File: config.mk
export PLATFORM = sky130hd
export DESIGN_NAME = psot_eval
export DESIGN_NICKNAME = d
export VERILOG_FILES = /design/src/hw/rtl/psot_pkg.sv /design/src/hw/rtl/psot_eval.sv
export SDC_FILE = /design/constraint.sdc
export NUM_CORES = 1
export LEC_CHECK = 0
export BUFFER_PORTS_ARGS = -buffer_cell sky130_fd_sc_hd__buf_2
export CAP_MARGIN = 20
export CORE_ASPECT_RATIO = 1.5
export CORE_MARGIN = 2
export CORE_UTILIZATION = 45
export DETAILED_ROUTE_END_ITERATION = 8
export PLACE_DENSITY = 0.66
export SLEW_MARGIN = 20
export SYNTH_ARGS = -nofsm -noshare
export SYNTH_HDL_FRONTEND = slang
export SYNTH_SLANG_ARGS = --single-unit
File: constraint.sdc
create_clock -name vclk -period 8
set_clock_uncertainty 0.1 [all_clocks]
set_input_delay 0.4 -clock vclk [all_inputs]
set_output_delay 0.4 -clock vclk [all_outputs]
set_load 0.02 [all_outputs]
File: src/hw/rtl/psot_pkg.sv
// Shared types and operation codes for the planar shape overlap test unit.
`timescale 1ns / 1ps

package psot_pkg;

	// Test selection carried with each request
	typedef enum logic [2:0] {
		OP_PT_BOX    = 3'd0,
		OP_BOX_BOX   = 3'd1,
		OP_BOX_CIRC  = 3'd2,
		OP_PT_CIRC   = 3'd3,
		OP_CIRC_CIRC = 3'd4
	} op_t;

	// Control bits passed from the prepare stage to the evaluate stage
	typedef struct packed {
		logic enable;       // operation known and shapes present, or presence ignored
		logic box_hit;      // box comparison already settled a hit
		logic corner_test;  // test the four box corners against the circle
		logic single_test;  // test the first distance pair against the radius
	} stage_ctrl_t;

endpackage

File: src/hw/rtl/psot_eval.sv
// Evaluate stage: squared distance sums against the squared radius.
`timescale 1ns / 1ps

module psot_eval #(
	parameter int COORD_BITS = 24
) (
	input  psot_pkg::stage_ctrl_t          ctrl,
	input  logic [2*(COORD_BITS+1)-1:0]    sq_x0,
	input  logic [2*(COORD_BITS+1)-1:0]    sq_x1,
	input  logic [2*(COORD_BITS+1)-1:0]    sq_y0,
	input  logic [2*(COORD_BITS+1)-1:0]    sq_y1,
	input  logic [2*COORD_BITS-1:0]        sq_r,
	output logic                           hit
);
	import psot_pkg::*;

	localparam int AW = 2 * (COORD_BITS + 1) + 1;   // sum width

	logic [AW-1:0] rr;
	logic          in00, in01, in10, in11;

	assign rr = AW'(sq_r);

	// Strict less-than for each corner pairing
	assign in00 = (AW'(sq_x0) + AW'(sq_y0)) < rr;
	assign in01 = (AW'(sq_x0) + AW'(sq_y1)) < rr;
	assign in10 = (AW'(sq_x1) + AW'(sq_y0)) < rr;
	assign in11 = (AW'(sq_x1) + AW'(sq_y1)) < rr;

	// Combine box result, corner tests and plain circle test
	assign hit = ctrl.enable && (ctrl.box_hit ||
		(ctrl.corner_test && (in00 || in01 || in10 || in11)) ||
		(ctrl.single_test && in00));

endmodule

---- Word level (Yosys, flattened, before mapping) ----
Index checks and enable logic that the tools add are counted.
word-level totals
  register bits ........................... 0
  input port bits ......................... 252
  output and inout port bits .............. 1
  word-level logic and storage cells ...... 16
cells by class
  add/subtract/negate cells ............... 4
  $lt $le $gt $ge ......................... 4
  reduce and logical (&&, ||, !) cells .... 8
operator list
  kind                                             count
  50-bit by 50-bit adder with 51-bit output        4
  51-bit by 48-bit < comparator with 1-bit output  4
  1-bit logical OR                                 5
  1-bit logical AND                                3

---- Depth between registers and ports, before layout ----
  depth in word-level cells ............... 9
  gate-level depth with buffers ........... 27
  mapped depth without buffers ............ 27

---- Worst setup path after synthesis ----
OpenSTA, ideal clock, no wires.
  path kind ............................... input-to-output
  from .................................... input sq_x1[13]
  to ...................................... output hit
  arrival ................................. 5.352 ns
  required time ........................... 7.500 ns
  path slack .............................. 2.148 ns
  stages .................................. 24
  buffers on the path ..................... 0
  path through ............................ ha_1 a21o_1 a221o_1 a31oi_1 a2111oi_1 o41ai_2 o31ai_1 a2111oi_2 o21ai_2 a31oi_1 nor3_1 or2_2 xor2_1 ha_1 nand4_1 or4_1 or3_1 nor2_1 nor4_1 nand3_1 a2111oi_0 o311ai_0 o21a_1 a311oi_1
on the way
  longest elaborated chain between the ends .. 8
  elaborated cells between the ends (all ways) .. 10
RTL lines
  what                                             RTL line         RTL
  from (decl)                                      psot_eval.sv:9   input logic [2*(COORD_BITS+1)-1:0] sq_x1,
  50-bit by 50-bit adder with 51-bit output        psot_eval.sv:27  assign in10 = (AW'(sq_x1) + AW'(sq_y0)) < rr;
  51-bit by 48-bit < comparator with 1-bit output  psot_eval.sv:27
  1-bit logical OR                                 psot_eval.sv:32  (ctrl.corner_test && (in00 || in01 || in10 || in11)) ||
  1-bit logical OR (*)                             psot_eval.sv:32
  1-bit logical AND (*)                            psot_eval.sv:32
  1-bit logical OR (*)                             psot_eval.sv:31  assign hit = ctrl.enable && (ctrl.box_hit ||
  1-bit logical OR (*)                             psot_eval.sv:32
  1-bit logical AND (*)                            psot_eval.sv:31
  to (decl)                                        psot_eval.sv:13  output logic hit
Every way passes the cells marked *; elsewhere a longest branch is shown, timed or not.

---- Worst setup path after layout ----
  from .................................... input sq_x1[6]
  to ...................................... output hit
Same word-level chain as after synthesis.

==> out/metrics.yaml <==
drc: 0
regArea_sq_um: 0
ys_top_cells_by_count: "ha_1 (388), a21oi_1 (258), a21o_1 (142), xnor2_1 (133), nor2_1 (124)"
fill_cells: 3310
fmax_ghz: 0.138
top_layer_used: "met5"
multi_input_area_sq_um: 13900
critPathKind: "in -> out"
nFlopsAndLatches: 0
syn_to_final_growth_pct: 12.1
critPathSlowestCell: "a2111oi_1"
gp_congestion: 1.02
relSlewSlack: 0.349
path_delay_family: "compound AO/OA/AOI/OAI gates"
wl_met3_microns: 3920
nets: 2828
setup-violations-final: 0
yosysSeqAreaShare: 0
wl_met2_microns: 30700
wl_met1_microns: 20400
worst_pin_slew_ns: 0.974
port_buffers: 253
setup_ws_ns: 0.761
firstDrtPassIters: 6
grt_max_degree: 10
drtIter0Drc: 884
hpwl_microns: 55800
yosys.cell_count.top_type: "ha_1"
powerDensity_nw_per_um2: 102
synth_nets: 2593
drt-vias-per-instance: 6.39
path_buf_inv: 2
cts_setup_buffers: 0
finalHoldViolCount: 0
post-place-ws_ns: 0.938
hold_path.class: "in -> out"
ctsHoldBuffers: 0
grt_pass1_vias: 16600
status: "completed"
cp.required_ns: 7.50
critPathCaptureType: "primary output"
cp.arrival_ns: 6.74
die_h_microns: 223
synth.avg_cell_area_sq_um: 7.36
antenna_found_initial: 5
max_cap_viol_count: 0
grt_usage: 0.366
dieArea_sq_um: 33300
drive_gt1_frac: 0.126
synth_top_area_share: 0.339
synthCells: 1949
synthTopCellsByArea: "ha_1 (34%), a21oi_1 (9.0%), xnor2_1 (8.1%), a21o_1 (7.4%), o21ai_0 (4.2%)"
finalCritPeriodShare: 0.905
synth_area_sq_um: 14300
netlist-cell-type-count: 66
clkbuf_count: 0
start_util: 0.453
min_period_ns: 7.24
io_pins: 253
leakage_nw: 8.15
drt_wl_total_microns: 63000
detail_route.wl_per_cell_microns: 24.2
ant_nets: 0
cts_resized: 0
max_stage_delay_ns: 0.94
die_w_microns: 150
grt_pass1_wl_microns: 93000
ys_warn_count: 0
rows: 80
yosysTopAreaCell: "ha_1"
vias: 16600
startpoint_type: "input pin"
rsz0062_at_grt: "no"
vdd_drop_max_uv: 44.5
core_sq_um: 31600
setup_tns_ns: 0
path_max_fanout: 4
drv_slew: 0
grt_overflow_total: 0
==> area by class of cell <==
class,count,share of cell area
repair buffers,255,0.0797
well taps,410,0.0319
multi-input cells,1828,0.864
inverters,99,0.0231
diodes,8,0.00125
==> cell usage in the layout (no fill, tap or decap), types with 18 or more instances in the layout <==
cell      Yosys  routed
xor2_1       44      44
a31oi_1      18      18
nor2b_1      38      38
a21oi_1     258     258
ha_1        388     388
o211ai_1     23      23
o21ai_0     120     120
nand2_1     109     109
nand2b_1     31      31
nor2_1      124     124
and3_1       23      23
xnor2_1     133     133
nand3_1      49      49
nand4_1      53      53
a211oi_1     27      27
buf_2         0     253
a21o_1      142     142
o21a_1       29      29
o21bai_1     37      37
inv_1        99      99
nor3_1       28      28
==> path summary, 6_finish.rpt <==
path | cells past startpoint | endpoint | startpoint
worst min-delay path | 4 | hit | ctrl[3]
worst max-delay path | 26 | hit | sq_x1[6]
==> stage by stage <==
stage / cells / util / power [W] / hold WS, ns / cell area, sq um
3_3_place_gp: 2592 / 0.508 / 0.00158 / 1.06 / 16100
5_1_grt: 2592 / 0.508 / 0.00181 / 1.08 / 16100
6_report: 2600 / 0.508 / 0.00164 / 1.07 / 16100
4_1_cts: 2592 / 0.508 / 0.00161 / 1.06 / 16100
2_1_floorplan: 1949 / - / 0.00111 / 0.819 / 14300
3_5_place_dp: 2592 / 0.508 / 0.00160 / 1.06 / 16100
==> where the power goes <==
| group | internal [W] | total, W | switching, W |
|---|---|---|---|
| clock network | 0.000000000123 | 0.000000000123 | 0 |
| logic | 0.000682 | 0.00164 | 0.000961 |
| registers | 0 | 0 | 0 |
==> logic make-up after synthesis <==
group | after synthesis | share of synthesized area
AO/OA/AOI/OAI | 758 | 0.341
AND/OR/NAND/NOR | 498 | 0.173
adder cells (fa/ha/maj) | 392 | 0.344
XOR/XNOR | 177 | 0.108
buffers and inverters | 121 | 0.0317
multiplexers | 3 | 0.00218
==> layer usage <==
metal | vias up | GRT usage
li1 | 7938 | -
met1 | 7645 | 0.333
met2 | 721 | 0.664
met3 | 303 | 0.0591
met4 | 2 | 0.366
met5 | - | 0
No activity file was read; power rests on OpenSTA's default activity.
